## config.mk

```make
export PLATFORM = sky130hd
export DESIGN_NAME = rational_arithmetic_unit_core_flat
export DESIGN_NICKNAME = d
export VERILOG_FILES = /design/src/rtl/rau_pkg.sv /design/src/rtl/rau_if.sv /design/src/rtl/rational_arithmetic_unit_core.sv /design/src/flat_wrapper.sv
export SDC_FILE = /design/constraint.sdc
export NUM_CORES = 2
export LEC_CHECK = 0
export ABC_AREA = 1
export BUFFER_PORTS_ARGS = -buffer_cell sky130_fd_sc_hd__buf_2
export CAP_MARGIN = 20
export CORE_MARGIN = 2
export CORE_UTILIZATION = 55
export CTS_CLUSTER_DIAMETER = 80
export CTS_CLUSTER_SIZE = 20
export DETAILED_ROUTE_END_ITERATION = 12
export MAX_ROUTING_LAYER = met4
export PLACE_DENSITY = 0.74
export SYNTH_ARGS = -nofsm -noshare
export SYNTH_HDL_FRONTEND = slang
export SYNTH_SLANG_ARGS = --single-unit
```

## constraint.sdc

```tcl
create_clock -name i_clk -period 8.3 [get_ports i_clk]
set_input_delay 0.83 -clock i_clk [delete_from_list [all_inputs] [get_ports i_clk]]
set_output_delay 0.83 -clock i_clk [all_outputs]
set_load 0.02 [all_outputs]
```

## src/rtl/rau_pkg.sv

```systemverilog
// Package with the command, status and order codes of the rational arithmetic unit.
`default_nettype none
package rau_pkg;
    typedef enum logic [2:0] {
        CMD_ADD = 3'd0,
        CMD_SUB = 3'd1,
        CMD_MUL = 3'd2,
        CMD_DIV = 3'd3,
        CMD_CMP = 3'd4
    } t_cmd;

    localparam logic [1:0] STATUS_OK       = 2'd0;
    localparam logic [1:0] STATUS_ZERO_DEN = 2'd1;
    localparam logic [1:0] STATUS_OVERFLOW = 2'd2;

    localparam logic [1:0] ORDER_EQUAL   = 2'b00;
    localparam logic [1:0] ORDER_GREATER = 2'b01;
    localparam logic [1:0] ORDER_LESS    = 2'b11;

    typedef struct packed {
        logic [2:0]  command;
        logic [31:0] num_a;
        logic [31:0] den_a;
        logic [31:0] num_b;
        logic [31:0] den_b;
    } t_in_word;

    typedef struct packed {
        logic [31:0] result_num;
        logic [30:0] result_den;
        logic [1:0]  order;
        logic [1:0]  status;
    } t_out_word;
endpackage
`default_nettype wire

```

## src/rtl/rau_if.sv

```systemverilog
// Valid/ready channel interfaces for the input and result words.
`default_nettype none
interface rau_in_if;
    logic              valid;
    logic              ready;
    rau_pkg::t_in_word data;
    modport source (output valid, output data, input ready);
    modport sink (input valid, input data, output ready);
endinterface

interface rau_out_if;
    logic               valid;
    logic               ready;
    rau_pkg::t_out_word data;
    modport source (output valid, output data, input ready);
    modport sink (input valid, input data, output ready);
endinterface
`default_nettype wire

```

## src/rtl/rational_arithmetic_unit_core.sv

```systemverilog
// Top level of the rational arithmetic unit: sequencer, shared multiplier and divider.
`default_nettype none
// The block takes one word of two signed fractions and a command, and returns one
// result word: the sum, difference, product or quotient reduced to lowest terms with
// the sign on the numerator, or for compare the order of the two magnitudes. Status
// flags a zero denominator (or division by zero) and a result that does not fit in
// WIDTH signed bits. A 64-bit restoring divider, one quotient bit a cycle, is shared by
// every remainder step of Euclid's loop (up to about 92 steps on 63-bit values) and by
// the two final divisions by the GCD.
// The four magnitude products come from one 32 by 32 multiplier, one product a cycle.
// The block is not ready while a word is at work, and it accepts the next word as
// soon as the result register is free or is being read in the same cycle.
module rational_arithmetic_unit_core #(
    parameter int WIDTH = 32
) (
    input  wire logic i_clk,
    input  wire logic i_rst_n,
    rau_in_if.sink    i_in,
    rau_out_if.source o_out
);
    typedef enum logic [3:0] {
        S_IDLE, S_MUL, S_COMBINE, S_GCD_START, S_DIV, S_GCD_STEP,
        S_RED_NUM, S_RED_DEN, S_CHECK, S_OUT
    } t_state;

    t_state      r_state;
    logic [2:0]  r_cmd;
    logic        r_sa, r_sb;
    logic [31:0] r_ma, r_mda, r_mb, r_mdb;
    logic [1:0]  r_mul_idx;
    logic [63:0] r_p [4];
    logic        r_neg;
    logic [63:0] r_mag, r_den;
    logic [63:0] r_x, r_y;
    // Shared divider.
    logic [63:0] r_dvd, r_dvs, r_quo;
    logic [64:0] r_rem;
    logic [6:0]  r_cnt;
    logic [1:0]  r_div_use;
    logic        r_valid;
    rau_pkg::t_out_word r_out;

    localparam logic [1:0] USE_GCD = 2'd0;
    localparam logic [1:0] USE_NUM = 2'd1;
    localparam logic [1:0] USE_DEN = 2'd2;
    localparam logic [63:0] LIM = 64'd1 << (WIDTH - 1);

    function automatic logic [31:0] f_mag(input logic [31:0] v);
        f_mag = v[31] ? (32'd0 - v) : v;
    endfunction

    // One multiplier: operands chosen by the product index.
    logic [31:0] mul_a, mul_b;
    logic [63:0] mul_p;
    always_comb begin
        unique case (r_mul_idx)
            2'd0: begin mul_a = r_ma; mul_b = r_mdb; end
            2'd1: begin mul_a = r_mb; mul_b = r_mda; end
            2'd2: begin mul_a = r_ma; mul_b = r_mb; end
            default: begin mul_a = r_mda; mul_b = r_mdb; end
        endcase
        mul_p = 64'(mul_a) * 64'(mul_b);
    end

    logic [64:0] rem_sh;
    assign rem_sh = {r_rem[63:0], r_dvd[63]};

    assign i_in.ready  = (r_state == S_IDLE) && (!r_valid || o_out.ready);
    assign o_out.valid = r_valid;
    assign o_out.data  = r_out;

    logic accept;
    assign accept = i_in.valid && i_in.ready;

    always_ff @(posedge i_clk) begin
        if (!i_rst_n) begin
            r_state <= S_IDLE;
            r_valid <= 1'b0;
        end else begin
            if (r_valid && o_out.ready) r_valid <= 1'b0;
            unique case (r_state)
                S_IDLE: begin
                    if (accept) begin
                        // The previous result leaves at this edge at the latest.
                        r_out     <= '0;
                        r_cmd     <= i_in.data.command;
                        r_ma      <= f_mag(i_in.data.num_a);
                        r_mda     <= f_mag(i_in.data.den_a);
                        r_mb      <= f_mag(i_in.data.num_b);
                        r_mdb     <= f_mag(i_in.data.den_b);
                        r_sa      <= i_in.data.num_a[31] ^ i_in.data.den_a[31];
                        r_sb      <= i_in.data.num_b[31] ^ i_in.data.den_b[31];
                        r_mul_idx <= 2'd0;
                        r_state   <= S_MUL;
                    end
                end
                S_MUL: begin
                    r_p[r_mul_idx] <= mul_p;
                    r_mul_idx      <= r_mul_idx + 2'd1;
                    if (r_mul_idx == 2'd3) r_state <= S_COMBINE;
                end
                S_COMBINE: begin
                    r_state <= S_OUT;
                    if (r_cmd > 3'(rau_pkg::CMD_CMP)) begin
                        r_out.status <= rau_pkg::STATUS_OK;
                    end else if (r_mda == 32'd0 || r_mdb == 32'd0 ||
                                 (r_cmd == 3'(rau_pkg::CMD_DIV) && r_mb == 32'd0)) begin
                        r_out.status <= rau_pkg::STATUS_ZERO_DEN;
                    end else begin
                        unique case (rau_pkg::t_cmd'(r_cmd))
                            rau_pkg::CMD_ADD, rau_pkg::CMD_SUB: begin
                                r_den   <= r_p[3];
                                r_state <= S_GCD_START;
                                if (r_sa == (r_sb ^ (r_cmd == 3'(rau_pkg::CMD_SUB)))) begin
                                    r_neg <= r_sa;
                                    r_mag <= r_p[0] + r_p[1];
                                end else if (r_p[0] >= r_p[1]) begin
                                    r_neg <= r_sa;
                                    r_mag <= r_p[0] - r_p[1];
                                end else begin
                                    r_neg <= !r_sa;
                                    r_mag <= r_p[1] - r_p[0];
                                end
                            end
                            rau_pkg::CMD_MUL: begin
                                r_neg <= r_sa ^ r_sb; r_mag <= r_p[2]; r_den <= r_p[3];
                                r_state <= S_GCD_START;
                            end
                            rau_pkg::CMD_DIV: begin
                                r_neg <= r_sa ^ r_sb;
                                r_mag <= r_p[0]; r_den <= r_p[1];
                                r_state <= S_GCD_START;
                            end
                            default: begin
                                r_out.order <= (r_p[0] > r_p[1]) ? rau_pkg::ORDER_GREATER :
                                               (r_p[0] < r_p[1]) ? rau_pkg::ORDER_LESS :
                                               rau_pkg::ORDER_EQUAL;
                            end
                        endcase
                    end
                end
                S_GCD_START: begin
                    if (r_mag == 64'd0) begin
                        r_out.result_den <= 31'd1;
                        r_state <= S_OUT;
                    end else begin
                        r_x <= r_mag;
                        r_y <= r_den;
                        r_state <= S_GCD_STEP;
                    end
                end
                S_GCD_STEP: begin
                    if (r_y == 64'd0) begin
                        r_dvd <= r_mag; r_dvs <= r_x; r_rem <= '0; r_cnt <= 7'd0;
                        r_div_use <= USE_NUM; r_state <= S_DIV;
                    end else begin
                        r_dvd <= r_x; r_dvs <= r_y; r_rem <= '0; r_cnt <= 7'd0;
                        r_div_use <= USE_GCD; r_state <= S_DIV;
                    end
                end
                S_DIV: begin
                    r_dvd <= {r_dvd[62:0], 1'b0};
                    r_cnt <= r_cnt + 7'd1;
                    if (rem_sh >= {1'b0, r_dvs}) begin
                        r_rem <= rem_sh - {1'b0, r_dvs};
                        r_quo <= {r_quo[62:0], 1'b1};
                    end else begin
                        r_rem <= rem_sh;
                        r_quo <= {r_quo[62:0], 1'b0};
                    end
                    if (r_cnt == 7'd63) begin
                        unique case (r_div_use)
                            USE_GCD: r_state <= S_RED_NUM;
                            USE_NUM: r_state <= S_RED_DEN;
                            default: r_state <= S_CHECK;
                        endcase
                    end
                end
                S_RED_NUM: begin
                    // Euclid step done: remainder is in r_rem.
                    r_x <= r_y;
                    r_y <= r_rem[63:0];
                    r_state <= S_GCD_STEP;
                end
                S_RED_DEN: begin
                    r_mag <= r_quo;
                    r_dvd <= r_den; r_dvs <= r_x; r_rem <= '0; r_cnt <= 7'd0;
                    r_div_use <= USE_DEN; r_state <= S_DIV;
                end
                S_CHECK: begin
                    r_state <= S_OUT;
                    if (r_quo > LIM - 64'd1 || (r_neg ? (r_mag > LIM) : (r_mag > LIM - 64'd1))) begin
                        r_out.status <= rau_pkg::STATUS_OVERFLOW;
                    end else begin
                        r_out.result_num <= r_neg ? (32'd0 - r_mag[31:0]) : r_mag[31:0];
                        r_out.result_den <= r_quo[30:0];
                    end
                end
                default: begin
                    if (!r_valid || o_out.ready) begin
                        r_valid <= 1'b1;
                        r_state <= S_IDLE;
                    end
                end
            endcase
        end
    end
endmodule
`default_nettype wire

```

## src/flat_wrapper.sv

```systemverilog
// flat-port wrapper written by rule: the top's interface ports become plain ports
module rational_arithmetic_unit_core_flat 
#(
    parameter int WIDTH = 32
)
  (i_clk, i_rst_n, i_in_valid, i_in_data, i_in_ready, o_out_valid, o_out_data, o_out_ready);
  rau_in_if i_in_i ();
  rau_out_if o_out_i ();
  input  wire logic i_clk;
  input  wire logic i_rst_n;
  input wire logic [$bits(i_in_i.valid)-1:0] i_in_valid;
  input wire logic [$bits(i_in_i.data)-1:0] i_in_data;
  output wire logic [$bits(i_in_i.ready)-1:0] i_in_ready;
  output wire logic [$bits(o_out_i.valid)-1:0] o_out_valid;
  output wire logic [$bits(o_out_i.data)-1:0] o_out_data;
  input wire logic [$bits(o_out_i.ready)-1:0] o_out_ready;
  assign i_in_i.valid = i_in_valid;
  assign i_in_i.data = i_in_data;
  assign i_in_ready = i_in_i.ready;
  assign o_out_valid = o_out_i.valid;
  assign o_out_data = o_out_i.data;
  assign o_out_i.ready = o_out_ready;
  rational_arithmetic_unit_core #(.WIDTH(WIDTH)) u_core (.i_clk(i_clk), .i_rst_n(i_rst_n), .i_in(i_in_i), .o_out(o_out_i));
endmodule
```

Word-level counts from Yosys, hierarchy flattened
Memories as Yosys holds them, arrays and structs flattened.
Index checks and enable logic that the tools add are counted.
- register bits: 729
- bits in writable memories: 256
- input port bits: 135
- output and inout bits: 69
- logic and storage cells: 204
- memories kept: 1
- $add $sub $neg: 11
- multiply operators: 1
- $lt $le $gt $ge: 8
- eq/ne operators: 29
- multiplexer cells: 65
- bitwise operators: 6
- reduce and logical (&&, ||, !) cells: 54
- memory list (name ; words ; bits a word ; rd ports ; clocked after Yosys merged registers in ; wr ports ; RTL line ; source):
    u_core.r_p ; 4 ; 64 ; 4 ; 0 ; 1 ; rational_arithmetic_unit_core.sv:31 ; logic [63:0] r_p [4];
- operators by type and width (kind ; count):
    64-bit one-hot mux with 2 select lines ; 6
    64-bit two-way mux ; 9
    64-bit one-hot mux with 3 select lines ; 2
    32-bit one-hot mux with 2 select lines ; 3
    64-bit subtractor ; 3
    1-bit by 32-bit subtractor with 32-bit output, first input constant ; 5
    31-bit two-way mux ; 5
    64-bit by 31-bit > comparator with 1-bit output, second input constant ; 2
    64-bit zero test ; 2
    32-bit zero test ; 3
    31-bit one-hot mux with 3 select lines ; 1
    67-bit two-way mux ; 1
    65-bit by 64-bit greater-or-equal comparator with 1-bit output ; 1
    64-bit adder ; 1
    64-bit greater-or-equal comparator ; 1
    64-bit by 32-bit > comparator with 1-bit output, second input constant ; 1
    64-bit > comparator ; 1
    64-bit < comparator ; 1
    32-bit by 32-bit multiplier with 64-bit output ; 1
    63-bit two-way mux ; 1
    32-bit two-way mux ; 1
    4-bit two-way mux ; 8
    4-bit one-hot mux with 8 select lines ; 1
    5-bit AND reduction ; 5
    other kinds (43) ; 109

Longest topological paths before layout
- word-level depth: 8
- depth in mapped cells: 37
- gate-level depth less buffers: 34

Worst setup path after synthesis
No wires, ideal clock.
- kind: register to register
- from: reg u_core.r_mul_idx[0]
- to: mem u_core.r_p[0][59] (data pin)
- arrival time: 7.688 ns
- required time: 8.035 ns
- slack: 0.347 ns
- stages on the path, launching flop included: 32
- cell sequence: edfxtp_1 inv_1 ha_1 buf_2 clkbuf_1 buf_2 o221ai_1 o21ai_1 clkbuf_1 nor2_1 fa_1 fa_1 inv_1 fa_1 fa_1 inv_1 fa_1 fa_1 fa_1 inv_1 fa_1 inv_1 ha_1 a21o_1 a31oi_1 o21ai_0 a21oi_1 nand3_1 a21o_1 a21o_1 nand2_1 nand2_1
- word-level cells in the longest chain between the ends: 4
- ends and longest elaborated chain (item ; RTL line ; source):
    start, declared ; rational_arithmetic_unit_core.sv:30 ; logic [1:0] r_mul_idx;
    start signal, assigned ; rational_arithmetic_unit_core.sv:99 ; r_mul_idx <= r_mul_idx + 2'd1;
    2-bit equality test or 2-bit zero test (tied branches) ; rational_arithmetic_unit_core.sv:56 ; unique case (r_mul_idx)
    2-bit OR reduction (no line) ; -- ;
    32-bit one-hot mux with 2 select lines ; rational_arithmetic_unit_core.sv:56 ;
    32-bit by 32-bit multiplier with 64-bit output * ; rational_arithmetic_unit_core.sv:62 ; mul_p = 64'(mul_a) * 64'(mul_b);
    via u_core.mul_p[59] ; rational_arithmetic_unit_core.sv:54 ; logic [63:0] mul_p;
    end, declared ; rational_arithmetic_unit_core.sv:31 ;
Mark *: on every way through the listed nets, which the timed path passes. The rest lies on a longest branch.

Worst setup path in the final report
- from: reg u_core.r_mul_idx[1]
- to: mem u_core.r_p[2][62] (data pin)
The elaborated chain is that of the path after synthesis.

==> key figures <==
Global route
  • Total Routing Usage GR: 0.460
  • First-pass GRT wire length: 591000 microns
  • Number of global-route vias before repair: 93100
  • Initial antenna violation count: 18
  • Largest net degree at the start of global routing: 95
  • GRT overflow: 0

Finish
  • Flip-flop count of the largest register after layout: 256
  • P&R area growth vs syn: 12.7%
  • Post-Route Utilization: 0.622
  • Final Cell Area: 111000 sq um
  • Final nets: 14500
  • FILL cells: 15000
  • Layout cells sized above 1: 0.119
  • Reg with most FFs: u_core.r_p
  • Finished Layout Cells: 15300

Logic synthesis
  • Synth Flop Type: edfxtp_1
  • Post-synth EDFFs: 980
  • Most frequent cell after synthesis: nand2_1
  • Share of the synthesized area in the top cell type: 0.300
  • Synth Register Bits: 985
  • Count of cell types in the netlist: 60
  • Post-synthesis cell area: 98100 sq um
  • Cells after synthesis: 12300
  • Top cell type by total area after synthesis: edfxtp_1
  • Synth area leaders: edfxtp_1 (30%), fa_1 (18%), nand2_1 (11%), inv_1 (8.8%), ha_1 (6.7%)
  • Syn Area/Cell: 7.97 sq um
  • Seq/Total Area, Yosys: 0.301
  • Post-synth ARST share: 0
  • Syn nets: 13900
  • Yosys warns: 0
  • Synth top cells by count: nand2_1 (2982), inv_1 (2299), nor2_1 (1494)

Worst setup path
  • Crit path to: u_core.r_p[2][62]
  • Critical path endpoint category: register
  • Crit-path max cell delay: 0.63 ns
  • Critical path startpoint: u_core.r_mul_idx[1]
  • CP required: 8.80 ns
  • CP Data Arrival Time: 9.00 ns
  • Critical path startpoint category: register
  • Cell seen most often among critical-path stages: fa_1
  • Critical path peak fanout: 10
  • R2r startpoint: u_core.r_mul_idx[1]
  • Critical path class: register to register
  • Reg2reg setup slack: -0.20 ns
  • Slowest cell on the critical path: fa_1
  • Reg2Reg Depth: 33
  • R2R Path End: u_core.r_p[2][62]

Routing
  • Met2 wire length: 191000 microns
  • Vias: 91400
  • Post-DR wirelength/cell: 26.8 microns
  • Post-DRT Antenna Nets: 0
  • Uppermost layer routed: met4
  • DR vias/cell: 5.97
  • DR pass1 iterations: 7
  • DRT met1 WL: 136000 microns
  • DRT iter0 DRCs: 11500
  • DRC: 0
  • Met3 routed WL: 42500 microns
  • Aggregate routed wire length: 411000 microns

Flow run
  • Max Cap Viol: 0

Timing
  • Slew headroom: 0.219
  • PnR worst setup slack: -0.201 ns
  • Worst-Margin Slew: 1.16 ns
  • F_max: 0.118 GHz
  • Post-route clock skew: 0.0998 ns
  • Period utilization: 1.02
  • Final Hold Fails: 0
  • Slew Viols, Final: 0
  • Final min period: 8.50 ns
  • Setup-failing EPs final: 49
  • RSZ-0062 raised after global routing: yes

CTS
  • TritonCTS Buffers: 72
  • Clock Root Buffer: clkbuf_16
  • Clock H-tree levels: 3
  • TritonCTS clock tree: built
  • Max Root-Sink Buffers: 3
  • Worst-Skew Late Latency: 0.81 ns
  • Clock slew at reported path FFs: 0.09 ns
  • Hold bufs inserted after CTS: 0
  • TritonCTS Sinks: 985

Placed design
  • Port Buffers: 203
  • Routability cong.: 1.07
  • Placed cell areas: 107000 sq um
  • Hpwl dp: 336000 microns
  • Placed Cells: 15200

Floorplanning
  • Die Y: 426 microns
  • Total die area: 182000 sq um
  • Die width: 426 microns
  • Total core area: 178000 sq um
  • Num rows: 155
  • Starting density of the core: 0.552
  • Io pins: 204

Worst hold path
  • HP Class: input port to register

Run status
  • Failing checks: setup timing
  • Status: complete, but fails checks
## cell type report
cell class / count / area [sq um] / share of cell area
antenna: 13 / 32.5 / 0.000294
clock buffer: 83 / 1840 / 0.0167
clock inverter: 34 / 509 / 0.00460
inverter: 2346 / 8830 / 0.0798
multi-input combinational: 8563 / 59300 / 0.537
sequential: 985 / 29500 / 0.267
tap: 2355 / 2950 / 0.0266
timing repair buffer: 945 / 7570 / 0.0684
## critical path, delay by kind of cell, from the launching register on
family | cells | cell delay, ns
adder cells (fa/ha/maj) | 10 | 4.41
flip-flops | 1 | 0.43
AND/OR/NAND/NOR | 3 | 0.44
AO/OA/AOI/OAI | 7 | 1.24
XOR/XNOR | 1 | 0.09
buffers and inverters | 12 | 1.57
## through the flow
stage	setup TNS, ns	worst slack (ns)	hold slack, ns
after CTS	-1.41	-0.110	0.170
final	-3.18	-0.201	0.199
after detailed placement	-33.18	-0.636	0.468
after floorplan	0	0.347	0.426
after global placement	-16.81	-0.458	0.455
after global routing	-22.59	-0.354	0.211
## how the worst min path moves through the flow
stage                           startpoint          endpoint  slack, ns  cells after the start
after floorplan            u_core.r_quo[0]   u_core.r_quo[1]       0.43                      0
after global placement    u_core.r_quo[60]  u_core.r_quo[61]       0.46                      0
after detailed placement  u_core.r_quo[44]  u_core.r_quo[45]       0.47                      0
after CTS                   i_in_data[130]   u_core.r_cmd[2]       0.17                      1
after global routing        i_in_data[130]   u_core.r_cmd[2]       0.21                      1
final                       i_in_data[130]   u_core.r_cmd[2]       0.20                      1
## logic make-up after synthesis
kind of cell / synth area share
compound gates: 0.0861
xor+xnor: 0.0259
fa+ha+maj: 0.251
buf+inv: 0.109
flops: 0.301
mux: 0.00689
simple gates: 0.220
## timing repair
action	4_1_cts	5_1_grt
pin swaps	22	55
setup buffers	6	15
resized for setup	124	232
setup endpoints to repair	151	181
## layer usage
metal,up-vias,track usage
met1,43500,0.495
met3,1727,0.0986
met2,6332,0.739
li1,39900,-
met5,-,-
met4,0,0.364
## layout by cell type (no fill, tap or decap), types with 13 or more instances in the layout
| cell type | synthesis | routed |
|---|---|---|
| a21oi_1 | 497 | 457 |
| nor3_1 | 97 | 90 |
| nor4_1 | 69 | 68 |
| a21o_1 | 24 | 24 |
| nor2_2 | 12 | 53 |
| a21oi_2 | 17 | 48 |
| inv_1 | 2299 | 2274 |
| nand4_1 | 99 | 99 |
| nor2_1 | 1494 | 1430 |
| buf_12 | 2 | 65 |
| or2_2 | 22 | 22 |
| a221oi_1 | 66 | 65 |
| ha_1 | 527 | 505 |
| o21ai_0 | 506 | 464 |
| clkbuf_16 | 0 | 72 |
| nand2_1 | 2982 | 2961 |
| o21ai_2 | 2 | 35 |
| o21ai_1 | 43 | 52 |
| xnor2_1 | 84 | 75 |
| diode_2 | 0 | 13 |
| o21a_1 | 15 | 15 |
| o221ai_1 | 21 | 14 |
| ha_4 | 0 | 20 |
| nand3_2 | 11 | 14 |
| buf_2 | 59 | 203 |
| nand2_2 | 23 | 44 |
| fa_2 | 0 | 22 |
| clkinv_1 | 24 | 16 |
| nor2_4 | 9 | 32 |
| buf_4 | 42 | 635 |
| inv_2 | 23 | 46 |
| xor2_1 | 206 | 189 |
| edfxtp_1 | 980 | 980 |
| a31oi_1 | 38 | 29 |
| fa_1 | 900 | 878 |
| nand3_1 | 475 | 468 |
| buf_6 | 8 | 33 |
| o21bai_1 | 85 | 83 |
| o211ai_1 | 113 | 113 |
| mux2_2 | 60 | 60 |
Power is not shown: default switching activity piles up to over one toggle a cycle in this logic, so the estimate is an artifact.
